$ cat config.mk
export PLATFORM = sky130hd
export DESIGN_NAME = utf8_to_utf16_decoder
export DESIGN_NICKNAME = d
export VERILOG_FILES = /design/src/hdl/u2u_pkg.sv /design/src/hdl/utf8_to_utf16_decoder.sv /design/src/hdl/u2u_front.sv /design/src/hdl/u2u_queue.sv /design/src/hdl/u2u_back.sv
export SDC_FILE = /design/constraint.sdc
export NUM_CORES = 1
export LEC_CHECK = 0
export BUFFER_PORTS_ARGS = -buffer_cell sky130_fd_sc_hd__buf_2
export CAP_MARGIN = 30
export CORE_MARGIN = 1.5
export CORE_UTILIZATION = 45
export CTS_CLUSTER_DIAMETER = 100
export DETAILED_ROUTE_END_ITERATION = 10
export GPL_ROUTABILITY_DRIVEN = 0
export PLACE_DENSITY = 0.63
export SLEW_MARGIN = 40
export SYNTH_ARGS = -nofsm -noshare
export SYNTH_HDL_FRONTEND = slang
export SYNTH_HIERARCHICAL = 1
export SYNTH_SLANG_ARGS = --single-unit
$ cat constraint.sdc
create_clock -name clock -period 8.5 [get_ports clock]
set_clock_uncertainty 0.05 [all_clocks]
set_input_delay 0.425 -clock clock [delete_from_list [all_inputs] [get_ports clock]]
set_output_delay 0.425 -clock clock [all_outputs]
set_load 0.1 [all_outputs]
$ cat src/hdl/u2u_pkg.sv
// Shared types, operation codes and constants for the UTF-8 to UTF-16 decoder.
`default_nettype none
package u2u_pkg;

   localparam int ByteWidth = 8;
   localparam int UnitWidth = 16;
   localparam int QueueDepth = 4;
   localparam int QueuePtrWidth = $clog2(QueueDepth);

   localparam logic [UnitWidth-1:0] REPLACEMENT_UNIT = 16'hFFFD;

   // Operation codes handed from the front to the back.
   localparam int OpWidth = 2;
   localparam logic [OpWidth-1:0] OP_LONE  = 2'd0; // byte decoded on its own
   localparam logic [OpWidth-1:0] OP_TWO   = 2'd1; // two-byte sequence complete
   localparam logic [OpWidth-1:0] OP_THREE = 2'd2; // three-byte sequence complete
   localparam logic [OpWidth-1:0] OP_TRUNC = 2'd3; // truncated lead, then lone final byte

   typedef struct packed {
      logic [OpWidth-1:0]   op;
      logic [ByteWidth-1:0] lead;
      logic [ByteWidth-1:0] second;
      logic [ByteWidth-1:0] data;
      logic                 last;
   } entry_type;

   function automatic logic is_three_lead(input logic [ByteWidth-1:0] b);
      return (b & 8'hF0) == 8'hE0;
   endfunction

   function automatic logic is_two_lead(input logic [ByteWidth-1:0] b);
      return (b & 8'hE0) == 8'hC0;
   endfunction

endpackage
`default_nettype wire

$ cat src/hdl/utf8_to_utf16_decoder.sv
// Top level of the UTF-8 to UTF-16 (BMP) decoder.
// Usage:
//   req_* carries one UTF-8 byte per item in req_tdata[7:0]; req_tlast marks
//   the final byte of a string. rsp_* returns 16-bit code units in rsp_tdata;
//   rsp_tlast marks the final unit of the string.
//   Throughput: one byte per cycle while req_tready is high. Lead bytes produce
//   no unit unless they end the string; the byte that completes a sequence gives
//   one. A three-byte lead with only one byte after it in the string gives two
//   units (0xFFFD, then the final byte alone), sent in turn by the back end.
//   A unit reaches rsp_* through the queue and then the output register.
//   A four-entry queue sits between the byte classifier and the unit builder;
//   req_tready drops only when it is full, so a stalled receiver backs up
//   through the output register and queue before the input stalls.
//   Reset (synchronous, active high) clears pending lead bytes, empties the
//   queue and drops rsp_tvalid.
`default_nettype none
module utf8_to_utf16_decoder
   import u2u_pkg::*;
(
   input  wire logic                  clock,
   input  wire logic                  reset,
   input  wire logic                  req_tvalid,
   output logic                       req_tready,
   input  wire logic [ByteWidth-1:0]  req_tdata,   // [7:0] in_byte
   input  wire logic                  req_tlast,   // end_of_string
   output logic                       rsp_tvalid,
   input  wire logic                  rsp_tready,
   output logic [UnitWidth-1:0]       rsp_tdata,   // [15:0] code_unit
   output logic                       rsp_tlast    // last_unit
);

   logic      accept;
   logic      push, pop, q_full, q_empty;
   entry_type push_entry, head;

   assign req_tready = !q_full;
   assign accept     = req_tvalid && req_tready;

   u2u_front u_front (
      .clock         (clock),
      .reset         (reset),
      .accept        (accept),
      .in_byte       (req_tdata),
      .end_of_string (req_tlast),
      .push          (push),
      .push_entry    (push_entry)
   );

   u2u_queue u_queue (
      .clock   (clock),
      .reset   (reset),
      .wr_en   (push),
      .wr_data (push_entry),
      .full    (q_full),
      .rd_en   (pop),
      .rd_data (head),
      .empty   (q_empty)
   );

   u2u_back u_back (
      .clock      (clock),
      .reset      (reset),
      .head       (head),
      .head_valid (!q_empty),
      .pop        (pop),
      .rsp_valid  (rsp_tvalid),
      .rsp_ready  (rsp_tready),
      .rsp_unit   (rsp_tdata),
      .rsp_last   (rsp_tlast)
   );

endmodule
`default_nettype wire

$ cat src/hdl/u2u_front.sv
// Front part: accepts bytes, tracks pending lead bytes and classifies each item.
`default_nettype none
module u2u_front
   import u2u_pkg::*;
(
   input  wire logic                 clock,
   input  wire logic                 reset,
   input  wire logic                 accept,
   input  wire logic [ByteWidth-1:0] in_byte,
   input  wire logic                 end_of_string,
   output logic                      push,
   output entry_type                 push_entry
);

   logic [1:0]           held_count_ff, held_count_in;
   logic [ByteWidth-1:0] held_lead_ff, held_lead_in;
   logic [ByteWidth-1:0] held_second_ff, held_second_in;

   always_comb begin
      held_count_in     = held_count_ff;
      held_lead_in      = held_lead_ff;
      held_second_in    = held_second_ff;
      push              = 1'b0;
      push_entry.op     = OP_LONE;
      push_entry.lead   = held_lead_ff;
      push_entry.second = held_second_ff;
      push_entry.data   = in_byte;
      push_entry.last   = end_of_string;
      if (accept) begin
         case (held_count_ff)
            2'd1: begin
               held_count_in = 2'd0;
               if (is_two_lead(held_lead_ff)) begin
                  push          = 1'b1;
                  push_entry.op = OP_TWO;
               end else if (!end_of_string) begin
                  held_second_in = in_byte;
                  held_count_in  = 2'd2;
               end else begin
                  push          = 1'b1;
                  push_entry.op = OP_TRUNC;
               end
            end
            2'd2: begin
               held_count_in = 2'd0;
               push          = 1'b1;
               push_entry.op = OP_THREE;
            end
            default: begin
               held_count_in = 2'd0;
               if ((is_three_lead(in_byte) || is_two_lead(in_byte)) && !end_of_string) begin
                  held_lead_in  = in_byte;
                  held_count_in = 2'd1;
               end else begin
                  // a lead at the end of the string decodes alone to the replacement
                  push          = 1'b1;
                  push_entry.op = OP_LONE;
               end
            end
         endcase
      end
   end

   always_ff @(posedge clock) begin
      if (reset) begin
         held_count_ff  <= '0;
         held_lead_ff   <= '0;
         held_second_ff <= '0;
      end else begin
         held_count_ff  <= held_count_in;
         held_lead_ff   <= held_lead_in;
         held_second_ff <= held_second_in;
      end
   end

endmodule
`default_nettype wire

$ cat src/hdl/u2u_queue.sv
// Small FIFO of classified items between the front and the back.
`default_nettype none
module u2u_queue
   import u2u_pkg::*;
(
   input  wire logic       clock,
   input  wire logic       reset,
   input  wire logic       wr_en,
   input  wire entry_type  wr_data,
   output logic            full,
   input  wire logic       rd_en,
   output entry_type       rd_data,
   output logic            empty
);

   entry_type                  slot_ff [QueueDepth];
   logic [QueuePtrWidth-1:0]   wr_ptr_ff, rd_ptr_ff;
   logic [QueuePtrWidth:0]     count_ff, count_in;

   assign full    = count_ff == (QueuePtrWidth+1)'(QueueDepth);
   assign empty   = count_ff == '0;
   assign rd_data = slot_ff[rd_ptr_ff];

   always_comb begin
      count_in = count_ff;
      if (wr_en && !rd_en) begin
         count_in = count_ff + 1'b1;
      end else if (!wr_en && rd_en) begin
         count_in = count_ff - 1'b1;
      end
   end

   always_ff @(posedge clock) begin
      if (wr_en) begin
         slot_ff[wr_ptr_ff] <= wr_data;
      end
   end

   always_ff @(posedge clock) begin
      if (reset) begin
         wr_ptr_ff <= '0;
         rd_ptr_ff <= '0;
         count_ff  <= '0;
      end else begin
         if (wr_en) begin
            wr_ptr_ff <= wr_ptr_ff + 1'b1;
         end
         if (rd_en) begin
            rd_ptr_ff <= rd_ptr_ff + 1'b1;
         end
         count_ff <= count_in;
      end
   end

endmodule
`default_nettype wire

$ cat src/hdl/u2u_back.sv
// Back part: builds code units from queued items into the output register.
`default_nettype none
module u2u_back
   import u2u_pkg::*;
(
   input  wire logic                 clock,
   input  wire logic                 reset,
   input  wire entry_type            head,
   input  wire logic                 head_valid,
   output logic                      pop,
   output logic                      rsp_valid,
   input  wire logic                 rsp_ready,
   output logic [UnitWidth-1:0]      rsp_unit,
   output logic                      rsp_last
);

   logic                 rsp_valid_ff, rsp_valid_in;
   logic [UnitWidth-1:0] rsp_unit_ff, rsp_unit_in;
   logic                 rsp_last_ff, rsp_last_in;
   logic                 phase_ff, phase_in;
   logic                 load;
   logic [UnitWidth-1:0] lone_unit;

   assign load      = head_valid && (!rsp_valid_ff || rsp_ready);
   assign lone_unit = head.data[7] ? REPLACEMENT_UNIT : {8'h00, head.data};

   always_comb begin
      rsp_valid_in = rsp_valid_ff && !rsp_ready;
      rsp_unit_in  = rsp_unit_ff;
      rsp_last_in  = rsp_last_ff;
      phase_in     = phase_ff;
      pop          = 1'b0;
      if (load) begin
         rsp_valid_in = 1'b1;
         rsp_last_in  = head.last;
         pop          = 1'b1;
         phase_in     = 1'b0;
         unique case (head.op)
            OP_TWO:   rsp_unit_in = {5'd0, head.lead[4:0], head.data[5:0]};
            OP_THREE: rsp_unit_in = {head.lead[3:0], head.second[5:0], head.data[5:0]};
            OP_TRUNC: begin
               // first the replacement for the lead, then on the next load the lone final byte
               if (!phase_ff) begin
                  rsp_unit_in = REPLACEMENT_UNIT;
                  rsp_last_in = 1'b0;
                  pop         = 1'b0;
                  phase_in    = 1'b1;
               end else begin
                  rsp_unit_in = lone_unit;
               end
            end
            default:  rsp_unit_in = lone_unit;
         endcase
      end
   end

   always_ff @(posedge clock) begin
      if (reset) begin
         rsp_valid_ff <= 1'b0;
         phase_ff     <= 1'b0;
      end else begin
         rsp_valid_ff <= rsp_valid_in;
         phase_ff     <= phase_in;
      end
   end

   always_ff @(posedge clock) begin
      rsp_unit_ff <= rsp_unit_in;
      rsp_last_ff <= rsp_last_in;
   end

   assign rsp_valid = rsp_valid_ff;
   assign rsp_unit  = rsp_unit_ff;
   assign rsp_last  = rsp_last_ff;

endmodule
`default_nettype wire
After elaboration in Yosys (flattened, before gate mapping)
Memory sizes are Yosys's and may differ from the RTL's. A register that Yosys moved wholly into a read port is not among the register bits.
Cells that the tools add are included.
Operators by class
  $add $sub $neg: 4
  equal/unequal tests: 9
  multiplexer cells: 30
  bitwise logic cells: 3
  reductions and logical operators: 20
Operators with widths (number)
  $pmux W16 S3: 1
  $mux W16: 2
  $mux W1: 15
  $mux W2: 7
  $eq A3 B3 Y1 const B: 3
  $pmux W2 S2: 2
  $logic_not A1 Y1: 7
  $eq A2 B2 Y1 const B: 3
  $logic_and A1 B1 Y1: 6
  $mux W3: 2
  $add A2 B1 Y2 const B: 2
  $eq A2 B1 Y1 const B: 2
  $eq A4 B4 Y1 const B: 1
  $reduce_and A4 Y1: 1
  $add A3 B1 Y3 const B: 1
  $logic_not A3 Y1: 1
  $not A1 Y1: 3
  $reduce_and A3 Y1: 1
  $sub A3 B1 Y3 const B: 1
  $logic_or A1 B1 Y1: 2
  $pmux W1 S2: 1
  $reduce_bool A2 Y1: 1
  $reduce_or A2 Y1: 1
Storage, ports and cells
  register bits: 44
  bits in writable memories: 108
  bits of input ports: 13
  output and inout bits: 19
  logic and storage cells: 77
  memories kept: 1
Memories
  u_queue.slot_ff: depth 4, width 27, rd ports 1, clocked after memory_dff 1, write ports 1, RTL line u2u_queue.sv:16  | entry_type slot_ff [QueueDepth];

Depth between registers and ports, before layout
Gate-level depths: netlist of the first run.
  depth after elaboration: 10
  gate-level depth with buffers: 12
  depth with buffers taken out: 11

Hierarchy
The synthesis of the first run kept the hierarchy.
Modules (own cells, without submodules)
  u2u_queue: instances 1, cells an instance 185, area an instance 4372.9 µm², sequential area each 3423.3 µm²
  u2u_front: instances 1, cells an instance 93, area an instance 923.4 µm², sequential area each 360.3 µm²
  u2u_back: instances 1, cells an instance 61, area an instance 832.0 µm², sequential area each 550.5 µm²
  utf8_to_utf16_decoder: instances 1, cells an instance 3, area an instance 13.8 µm², sequential area each 0.0 µm²

Worst setup path before layout of the first run
OpenSTA, ideal clock, no wires.
  path kind: register to register
  from: register u_front.held_count_ff[0]
  to: register u_queue.count_ff[2]
  setup time: 70 ps
  data arrival time: 2857 ps
  data required time: 8380 ps
  slack: 5523 ps
  cell stages (with the launch flop): 11
  buffers on the path: 0
  clock period less this slack: 2977 ps
  cell sequence: dfxtp_1 -> inv_1 -> ha_1 -> and4b_2 -> a221oi_1 -> ha_1 -> inv_1 -> fa_1 -> xor2_1 -> or3_1 -> a21oi_1
On the way
  longest elaborated chain between the ends: 6
  elaborated cells on any way between the ends: 9
  those cells by class: eq/ne: 2; mux: 3; reduce/logical: 4
Ends and longest elaborated chain
  start, declared: RTL line u2u_front.sv:15  | logic [1:0] held_count_ff, held_count_in;
  start signal, assigned: RTL line u2u_front.sv:70  | held_count_ff <= held_count_in;
  $eq A2 B2 Y1 / $eq A2 B1 Y1 (equally long branches): RTL line u2u_front.sv:30  | case (held_count_ff)
  $pmux W1 S2 (*): RTL line u2u_front.sv:30
  $mux W1 (*): RTL line u2u_front.sv:29  | if (accept) begin
  via push: RTL line utf8_to_utf16_decoder.sv:33  | logic push, pop, q_full, q_empty;
  $logic_not A1 Y1: RTL line u2u_queue.sv:28  | end else if (!wr_en && rd_en) begin
  $logic_and A1 B1 Y1: RTL line u2u_queue.sv:28
  $reduce_bool A2 Y1 (no line)
  end signal, assigned: RTL line u2u_queue.sv:51  | count_ff <= count_in;
  end, declared: RTL line u2u_queue.sv:18  | logic [QueuePtrWidth:0] count_ff, count_in;
The timed path passes the listed nets; every way through them passes the cells marked *.
A chain may end at the register's enable or synchronous reset.

==> summary.txt, run 1 <==
Floorplanning
  – Die Wd: 112 µm
  – Initial core utilization: 46.5%
  – # IOs: 32
  – Die area: 12500 µm²
  – Core footprint: 11500 µm²
  – Die height: 112 µm
  – Row count: 39

Synth
  – Synth Instances: 309
  – Post-synthesis cell area: 5330 µm²
  – Syn Area/Cell: 17.2 µm²
  – YS warnings: 6
  – Net count after synthesis: 330

Critical path
  – Crit end category: flop
  – CP startpoint kind: flop
  – Worst Setup EP: u_queue/count_ff[2]
  – Max FO, Critical Path: 22
  – Crit path DAT: 3.56 ns
  – Worst R2R End: u_queue/count_ff[2]
  – WP data required: 8.78 ns
  – Worst R2R Setup Slack: 5.23 ns
  – Reg2Reg Depth: 11
  – WS Path Type: flop to flop

Timing
  – Final Max Tran Viols: 0
  – Max-slew headroom: 54.0%
  – Final hold viol count: 0
  – Crit share post-route: 38.5%
  – Final min period: 3.27 ns
  – Slew at the pin with the worst max-slew slack: 0.686 ns
  – Setup TNS Final: 0 ns
  – Fmax achieved: 305 MHz
  – Final setup violation count: 0
  – Unrepaired setup endpoints after global routing: no
  – Setup slack after layout: 5.23 ns

Detailed routing
  – DRT Wirelength: 9060 µm
  – DR vias/cell: 5.16
  – Antenna Violating Nets Remaining: 0
  – DRT Pass-1 Iters: 4
  – Iter 0 DRT Violations: 147
  – DRC viols: 0
  – Wirelength per Cell: 18.1 µm
  – DR vias: 2582

Power
  – Net Sw Frac: 36.3%
  – Int Power: 0.00146 W
  – Part of the power in registers: 37.8%
  – Switch Pwr: 0.000833 W
  – Power Dens Cells: 376 nW/µm²
  – Clock share of power: 30.4%
  – Leak pwr: 2.14 nW
  – Worst vdd rail ir drop: 0.000297 V
  – Combinational share of power: 31.7%
  – Pwr Total: 0.00230 W

Clock network
  – # hold bufs at CTS: 0
  – TritonCTS clock tree: yes
  – CTS H-tree lvls: 4
  – # resized after CTS: 0
  – TritonCTS buffer count: 17
  – Worst skew pair latency: 0.41 ns
  – Worst-case clock buffer depth: 2
  – # Post-CTS Setup Buffers: 0
  – CTS Sinks: 132
  – CTS root buf: clkbuf_16
  – Clock-pin slew on the worst setup and hold paths: 0.05 ns

Global routing
  – Antenna violations before repair: 0
  – GRT overflow: 0
  – Vias in the first global route: 2706
  – Largest net degree at the start of global routing: 33
  – Global-route usage over all layers: 15.7%
  – First-pass GRT wire length: 14200 µm

Place
  – PortBufs: 31
  – DP HPWL: 5330 µm
  – Dpl cells: 468
  – Place WS: 5.21 ns

Run status
  – Outcome: finished, final reports clean

Finish
  – Final Non-Filler Cells: 500
  – Fin nets: 365
  – Layout Utilization: 53.3%
  – Fraction of layout cells with a size suffix above 1: 28.9%
  – Most common cell after layout, fill and taps aside: edfxtp_1
  – Most frequent cells in the layout: edfxtp_1, buf_2, dfxtp_1, mux4_2, clkbuf_16
  – Synth-to-Final Area Change: 14.7%
  – Ant diodes: 0
  – Layout filler cell count: 897

Worst hold path
  – HP Class: input port to flop
  – WHS Path Cells: 1

Job
  – MaxCap Viol Count: 0
==> worst max-delay path: stages (launching register included) <==
cell	delay (ns)
dfxtp_1	0.30
buf_4	0.38
mux4_1	0.75
and3b_1	0.27
nor3_1	0.32
inv_1	0.08
ha_1	0.22
inv_1	0.08
fa_1	0.19
xor2_1	0.08
or3_1	0.31
a21oi_1	0.15
==> registers in the layout (all words and copies together) (netlist names), named ones only <==
signal / cells
u_queue/rd_ptr_ff: 2
u_front/held_lead_ff: 8
u_back/rsp_last: 1
u_back/rsp_valid: 1
u_front/held_count_ff: 2
u_back/rsp_unit: 16
u_back/phase_ff: 1
u_queue/count_ff: 3
u_queue/slot_ff: 88
u_queue/wr_ptr_ff: 2
u_front/held_second_ff: 6
==> metal layers <==
layer	wire length [µm]	up-vias	track usage, %	part of all wire [%]
met2	4460	41	25.2	49
met4	110	0	6.58	1.2
met3	293	9	5.28	3.2
met1	4190	1306	19.6	46
met5	0	-	0	0
li1	-	1226	-	-
==> through the flow <==
step | hold WS, ns | cell area [µm²]
2_1_floorplan | 0.371 | 5330
6_report | 0.201 | 6110
5_1_grt | 0.189 | 6110
3_5_place_dp | 0.389 | 5530
4_1_cts | 0.193 | 6110
3_3_place_gp | 0.379 | 5520
==> worst min path at each step <==
stage | start | slack [ns] | end
finish | req_tdata[0] | 0.20 | u_queue/slot_ff[2][1]
global route | req_tdata[7] | 0.19 | u_queue/slot_ff[2][8]
CTS | req_tdata[1] | 0.19 | u_queue/slot_ff[1][2]
detailed placement | u_front/held_lead_ff[6] | 0.39 | u_front/held_lead_ff[6]
global placement | u_front/held_lead_ff[7] | 0.38 | u_front/held_lead_ff[7]
floorplan | u_front/held_lead_ff[7] | 0.37 | u_front/held_lead_ff[7]
==> cell type report <==
class                           instances  area [µm²]  area share, %
Sequential cell                       132        3690           60.5
Multi-Input combinational cell        142        1410           23.1
Timing Repair Buffer                   38         205           3.36
Clock buffer                           23         468           7.66
Inverter                               13        48.8          0.799
Clock inverter                          9         106           1.74
Tap cell                              143         179           2.93
==> power groups by stage <==
| stage | registers (W) | clock network, W | logic, W |
|---|---|---|---|
| 6_report | 0.000868 | 0.000699 | 0.000729 |
| 5_1_grt | 0.000877 | 0.000737 | 0.000770 |
| 4_1_cts | 0.000869 | 0.000707 | 0.000736 |
| 3_5_place_dp | 0.000881 | 0 | 0.000736 |
| 3_3_place_gp | 0.000879 | 0 | 0.000728 |
| 2_1_floorplan | 0.00119 | 0 | 0.000317 |
No activity file was read; power rests on OpenSTA's default activity.
==> run 2: changes to the inputs <==
--- a/config.mk
+++ b/config.mk
@@ -5,6 +5,7 @@
 export SDC_FILE = /design/constraint.sdc
 export NUM_CORES = 1
 export LEC_CHECK = 0
+export ABC_AREA = 1
 export BUFFER_PORTS_ARGS = -buffer_cell sky130_fd_sc_hd__buf_2
 export CAP_MARGIN = 30
 export CORE_MARGIN = 1.5
@@ -12,7 +13,7 @@
 export CTS_CLUSTER_DIAMETER = 100
 export DETAILED_ROUTE_END_ITERATION = 10
 export GPL_ROUTABILITY_DRIVEN = 0
-export PLACE_DENSITY = 0.63
+export PLACE_DENSITY = 0.65
 export SLEW_MARGIN = 40
 export SYNTH_ARGS = -nofsm -noshare
 export SYNTH_HDL_FRONTEND = slang
==> constraint.sdc (replaced) <==
create_clock -name clock -period 2.7 [get_ports clock]
set_clock_uncertainty 0.05 [all_clocks]
set_input_delay 0.135 -clock clock [delete_from_list [all_inputs] [get_ports clock]]
set_output_delay 0.135 -clock clock [all_outputs]
set_load 0.1 [all_outputs]
==> run 2 against run 1 <==
Net effect:
- wire length increased by 23%
- first-iteration DRC count increased by 76%
- setup slack got worse by 5.0 ns
- via count up 38%
- total power increased to 3.6 times the previous value
- critical path depth grew 5
- core utilization is 0.74 points higher
- clock power increased to 3.5 times the previous value
- non-clock buffer count grew 18
- highest routed layer unchanged
==> summary.txt, run 2 <==
Worst hold path
  – HP Class: input port to flop
  – Min-delay src: reset
  – Worst hold endpoint: u_front/held_count_ff[1]
  – WHS Path Cells: 2

Place
  – DP HPWL: 7240 µm
  – Place WS: 0.180 ns
  – Placed Area: 5750 µm²
  – PortBufs: 31

Floorplanning
  – Initial core utilization: 46.1%
  – Row count: 40
  – Core footprint: 12000 µm²
  – Die height: 114 µm
  – # IOs: 32
  – Die area: 13000 µm²
  – Die Wd: 114 µm

Power
  – Power Dens Cells: 1280 nW/µm²
  – Leak pwr: 2.54 nW
  – Net Sw Frac: 40.0%
  – Clock share of power: 29.5%
  – Part of the power in registers: 33.8%
  – Int Power: 0.00498 W
  – Combinational share of power: 36.7%
  – Worst vdd rail ir drop: 0.000449 V
  – Switch Pwr: 0.00332 W

Critical path
  – WS Path Type: flop to flop
  – Max FO, Critical Path: 8
  – Crit end category: flop
  – Worst R2R End: u_queue/count_ff[2]
  – Reg2Reg Depth: 16
  – WP data required: 2.97 ns
  – Crit path DAT: 2.72 ns
  – Worst R2R Setup Slack: 0.25 ns
  – CP startpoint kind: flop
  – FF-to-FF Start: u_front/held_count_ff[0]

Timing
  – Slew at the pin with the worst max-slew slack: 0.705 ns
  – Crit share post-route: 90.7%
  – Unrepaired setup endpoints after global routing: no
  – Min Hold Slack: 0.0398 ns
  – Final setup violation count: 0
  – Max-slew headroom: 52.9%
  – Final hold viol count: 0
  – Final min period: 2.45 ns
  – Setup slack after layout: 0.251 ns
  – Setup TNS Final: 0 ns
  – Fmax achieved: 408 MHz
  – Final Max Tran Viols: 0

Global routing
  – Global-route usage over all layers: 18.8%
  – GRT overflow: 0
  – Vias in the first global route: 3443
  – First-pass GRT wire length: 17900 µm
  – Antenna violations before repair: 0
  – Largest net degree at the start of global routing: 28

Clock network
  – Worst skew pair latency: 0.42 ns
  – Worst-case clock buffer depth: 2
  – Clock-pin slew on the worst setup and hold paths: 0.06 ns
  – CTS H-tree lvls: 4
  – TritonCTS clock tree: yes
  – TritonCTS buffer count: 17
  – # Post-CTS Setup Buffers: 0
  – CTS Sinks: 132
  – CTS root buf: clkbuf_16

Detailed routing
  – Antenna Violating Nets Remaining: 0
  – Iter 0 DRT Violations: 258
  – DR vias/cell: 5.14
  – DR vias: 3553
  – DRC viols: 0
  – DRT Wirelength: 11100 µm
  – DRT Pass-1 Iters: 5
  – Wirelength per Cell: 16.1 µm

Finish
  – Layout Utilization: 54.0%
  – Max reg flops: 88
  – Area of the multi-input gates: 1350 µm²
  – Fraction of layout cells with a size suffix above 1: 17.8%
  – Most frequent cells in the layout: edfxtp_1, nand2_1, nor2_1, inv_1, buf_2
  – Fin area: 6490 µm²
  – Register area: 3690 µm²
  – Largest Register: u_queue/slot_ff
  – Layout filler cell count: 1011
  – Most common cell after layout, fill and taps aside: edfxtp_1
  – Synth-to-Final Area Change: 17.3%
  – Fin nets: 552
  – Ant diodes: 0

Run status
  – Outcome: finished, final reports clean

Job
  – MaxCap Viol Count: 0

Synth
  – Synth Instances: 486
  – Syn Area/Cell: 11.4 µm²
  – Post-synthesis cell area: 5530 µm²
  – YS warnings: 6
  – Net count after synthesis: 507
run 2: cell count changes in the layout (fill, tap and decap cells not counted), sizes merged, moves of 22 or more:
cell and delta:
nand2 +64, nor2 +52, inv +49, o21ai +45, mux4 -22, o22ai +22
run 2: worst max path at each step:
| stage | from | cells after the start | slack (ns) | end |
|---|---|---|---|---|
| 6_report | u_front/held_count_ff[0] | 16 | 0.25 | u_queue/count_ff[2] |
| 5_1_grt | flop | 12 | 0.09 | u_queue/count_ff[1] |
| 4_1_cts | flop | 12 | 0.17 | u_queue/count_ff[1] |
| 3_5_place_dp | flop | 12 | 0.18 | u_queue/count_ff[1] |
| 3_3_place_gp | u_front/held_count_ff[0] | 16 | 0.32 | u_queue/count_ff[2] |
| 2_1_floorplan | u_back/rsp_valid | 13 | 0.29 | u_queue/count_ff[2] |
run 2: metal layers:
layer | part of all wire, % | global-route usage (%) | up-vias
li1 | - | - | 1748
met1 | 45 | 24.9 | 1671
met2 | 47 | 29.2 | 121
met3 | 6.0 | 4.46 | 13
met4 | 1.5 | 9.33 | 0
met5 | 0 | 0 | -
run 2: timing repair:
item,4_1_cts,5_1_grt
endpoints found under the hold margin,38,0
resized for setup,0,1
endpoints found under the setup margin,0,2
hold buffers,10,0
run 2: cell type report:
type                            count  area share (%)
Inverter                           61            3.72
Sequential cell                   132            56.9
Clock inverter                     12            2.70
Multi-Input combinational cell    263            20.8
Tap cell                          147            2.83
Clock buffer                       20            7.19
Timing Repair Buffer               56            5.86
run 2: power groups by stage:
stage	clock network, W	logic [W]	registers, W
floorplan	0	0.00154	0.00383
global placement	0	0.00298	0.00284
detailed placement	0	0.00304	0.00285
CTS	0.00249	0.00306	0.00281
global route	0.00258	0.00328	0.00284
finish	0.00245	0.00304	0.00281
run 2: worst max-delay path, stage by stage (launching register included):
cell     delay, ns
dfxtp_1       0.35
inv_1         0.05
ha_1          0.32
nand2_2       0.13
nor2_8        0.06
nand2_1       0.06
nand2_1       0.05
a21oi_1       0.20
ha_1          0.21
inv_1         0.07
fa_1          0.44
inv_1         0.06
nand2_1       0.07
nand3_1       0.09
nand2_1       0.05
inv_1         0.05
nor2_1        0.04
run 2: stage by stage:
step,std cells,total power (W)
global placement,649,0.00582
detailed placement,649,0.00589
floorplan,486,0.00537
CTS,691,0.00836
global route,691,0.00870
finish,691,0.00830
==> run 3: changes to the inputs <==
--- a/config.mk
+++ b/config.mk
@@ -14,6 +14,7 @@
 export DETAILED_ROUTE_END_ITERATION = 10
 export GPL_ROUTABILITY_DRIVEN = 0
 export PLACE_DENSITY = 0.65
+export RECOVER_POWER = 100
 export SLEW_MARGIN = 40
 export SYNTH_ARGS = -nofsm -noshare
 export SYNTH_HDL_FRONTEND = slang
==> run 3 against run 2 <==
Net effect:
- via count rose by 0.65%
- worst hold slack got worse by 0.0012 ns
- core utilization fell by 0.90 points
- die area did not move
- count of clock-buffer cells in the layout did not move
- sequential cell count did not move
- sequential share of layout area rose by 0.96 points
- sequential power barely moved
- critical path type unchanged
- highest routed layer unchanged
==> summary.txt, run 3 (synthesized netlist as in run 2, its figures left out) <==
Worst hold path
  – HP Class: input port to flop

Finish
  – Ant diodes: 0
  – Max reg flops: 88
  – Fin nets: 552
  – Most frequent cells in the layout: edfxtp_1, nand2_1, nor2_1, inv_1, clkbuf_1
  – Layout Utilization: 53.1%
  – Synth-to-Final Area Change: 15.3%
  – Largest Register: u_queue/slot_ff
  – Fraction of layout cells with a size suffix above 1: 10.8%
  – Most common cell after layout, fill and taps aside: edfxtp_1

Critical path
  – CP top delay family: adder cells
  – WP data required: 2.97 ns
  – CP startpoint kind: flop
  – Largest stage delay, worst path: 0.44 ns
  – Max FO, Critical Path: 8
  – Crit path buf inv count: 4
  – Crit path DAT: 2.74 ns
  – Crit end category: flop
  – Most used cell, CP: nand2_1
  – Crit-path cells: inv_1 -> ha_1 -> nand2_1 -> nor2_1 -> nand2_1 -> nand2_1 -> a21oi_1 -> ha_1 -> inv_1 -> fa_1 -> inv_1 -> nand2_1 -> nand3_1 -> nand2_1 -> inv_1 -> nor2_1
  – WS Path Type: flop to flop
  – CP max-delay cell: fa_1

Floorplanning
  – Die height: 114 µm
  – Row count: 40
  – # IOs: 32
  – Core footprint: 12000 µm²
  – Die area: 13000 µm²
  – Die Wd: 114 µm
  – Initial core utilization: 46.1%

Power
  – Worst vdd rail ir drop: 0.000453 V
  – Power Dens Cells: 1290 nW/µm²
  – Switch Pwr: 0.00330 W
  – Net Sw Frac: 40.2%
  – Combinational share of power: 35.8%
  – Leak pwr: 2.44 nW
  – Clock share of power: 29.9%
  – Part of the power in registers: 34.3%
  – Int Power: 0.00491 W

Global routing
  – Global-route usage over all layers: 18.8%
  – Largest net degree at the start of global routing: 28
  – First-pass GRT wire length: 17900 µm
  – Antenna violations before repair: 0
  – Vias in the first global route: 3443
  – GRT overflow: 0

Detailed routing
  – Antenna Violating Nets Remaining: 0
  – Iter 0 DRT Violations: 246
  – DRT Pass-1 Iters: 5
  – DRT Wirelength: 11200 µm
  – DR vias/cell: 5.18
  – Wirelength per Cell: 16.2 µm
  – DR vias: 3576
  – DRC viols: 0

Job
  – MaxCap Viol Count: 0

Timing
  – Max-slew headroom: 21.7%
  – Slew at the pin with the worst max-slew slack: 1.18 ns
  – Min Hold Slack: 0.0386 ns
  – Crit share post-route: 91.3%
  – Unrepaired setup endpoints after global routing: no
  – Fmax achieved: 406 MHz
  – Final setup violation count: 0
  – Final Max Tran Viols: 0
  – Final hold viol count: 0
  – Setup slack after layout: 0.234 ns
  – Final min period: 2.47 ns
  – Setup TNS Final: 0 ns

Clock network
  – TritonCTS clock tree: yes
  – Worst-case clock buffer depth: 2
  – CTS H-tree lvls: 4
  – CTS Sinks: 132
  – Worst skew pair latency: 0.42 ns
  – CTS root buf: clkbuf_16
  – TritonCTS buffer count: 17
  – Clock-pin slew on the worst setup and hold paths: 0.06 ns

Run status
  – Outcome: finished, final reports clean

Place
  – PortBufs: 31
  – DP HPWL: 7240 µm
  – Place WS: 0.180 ns
-- run 3: cell count changes in the layout (fill, tap and decap cells not counted), moves of 2 or more --
cell | before | now
nor2_1 | 63 | 65
nand3_4 | 2 | 0
clkbuf_4 | 0 | 3
nand3_1 | 9 | 11
buf_2 | 31 | 3
buf_4 | 14 | 9
clkbuf_1 | 0 | 30
nand2_1 | 66 | 68
-- run 3: layout make-up --
class                      instances  area (µm²)
clock buffer                      20         467
clock inverter                    12         175
fill                            1043        5630
inverter                          61         241
multi-input combinational        263        1280
sequential                       132        3690
tap                              147         184
timing repair buffer              56         338
-- run 3: final timing paths --
path                                               start                        to  slack (ns)  depth (start not counted)
worst min register to register   u_front/held_lead_ff[6]   u_front/held_lead_ff[6]        0.40                          2
worst max register to register  u_front/held_count_ff[0]       u_queue/count_ff[2]        0.23                         16
worst max-delay path            u_front/held_count_ff[0]       u_queue/count_ff[2]        0.23                         16
worst min-delay path                               reset  u_front/held_count_ff[1]        0.04                          2
-- run 3: power groups by stage --
stage                     clock network, W  logic, W  registers (W)
after global placement                   0   0.00298        0.00284
after CTS                          0.00249   0.00306        0.00281
after floorplan                          0   0.00154        0.00383
after detailed placement                 0   0.00304        0.00285
after global routing               0.00258   0.00318        0.00285
final                              0.00245   0.00294        0.00281
-- run 3: per-stage QoR --
step	cells	power (W)	area [µm²]
2_1_floorplan	486	0.00537	5530
3_3_place_gp	649	0.00582	5750
3_5_place_dp	649	0.00589	5750
4_1_cts	691	0.00836	6490
5_1_grt	691	0.00860	6380
6_report	691	0.00820	6380
-- run 3: timing repair --
item / 4_1_cts / 5_1_grt
setup endpoints to repair: 0 / 2
buffers inserted: 0 / 0
hold buffers: 10 / 0
hold endpoints to repair: 38 / 0
gates resized for setup: 0 / 1
-- run 3: metal layers --
| metal | part of all wire [%] | vias to the layer above | GRT usage (%) | wire length (µm) |
|---|---|---|---|---|
| li1 | - | 1746 | - | - |
| met5 | 0 | - | 0 | 0 |
| met4 | 1.6 | 0 | 9.33 | 178 |
| met2 | 47 | 120 | 29.2 | 5230 |
| met3 | 6.3 | 14 | 4.46 | 707 |
| met1 | 45 | 1696 | 24.9 | 5080 |
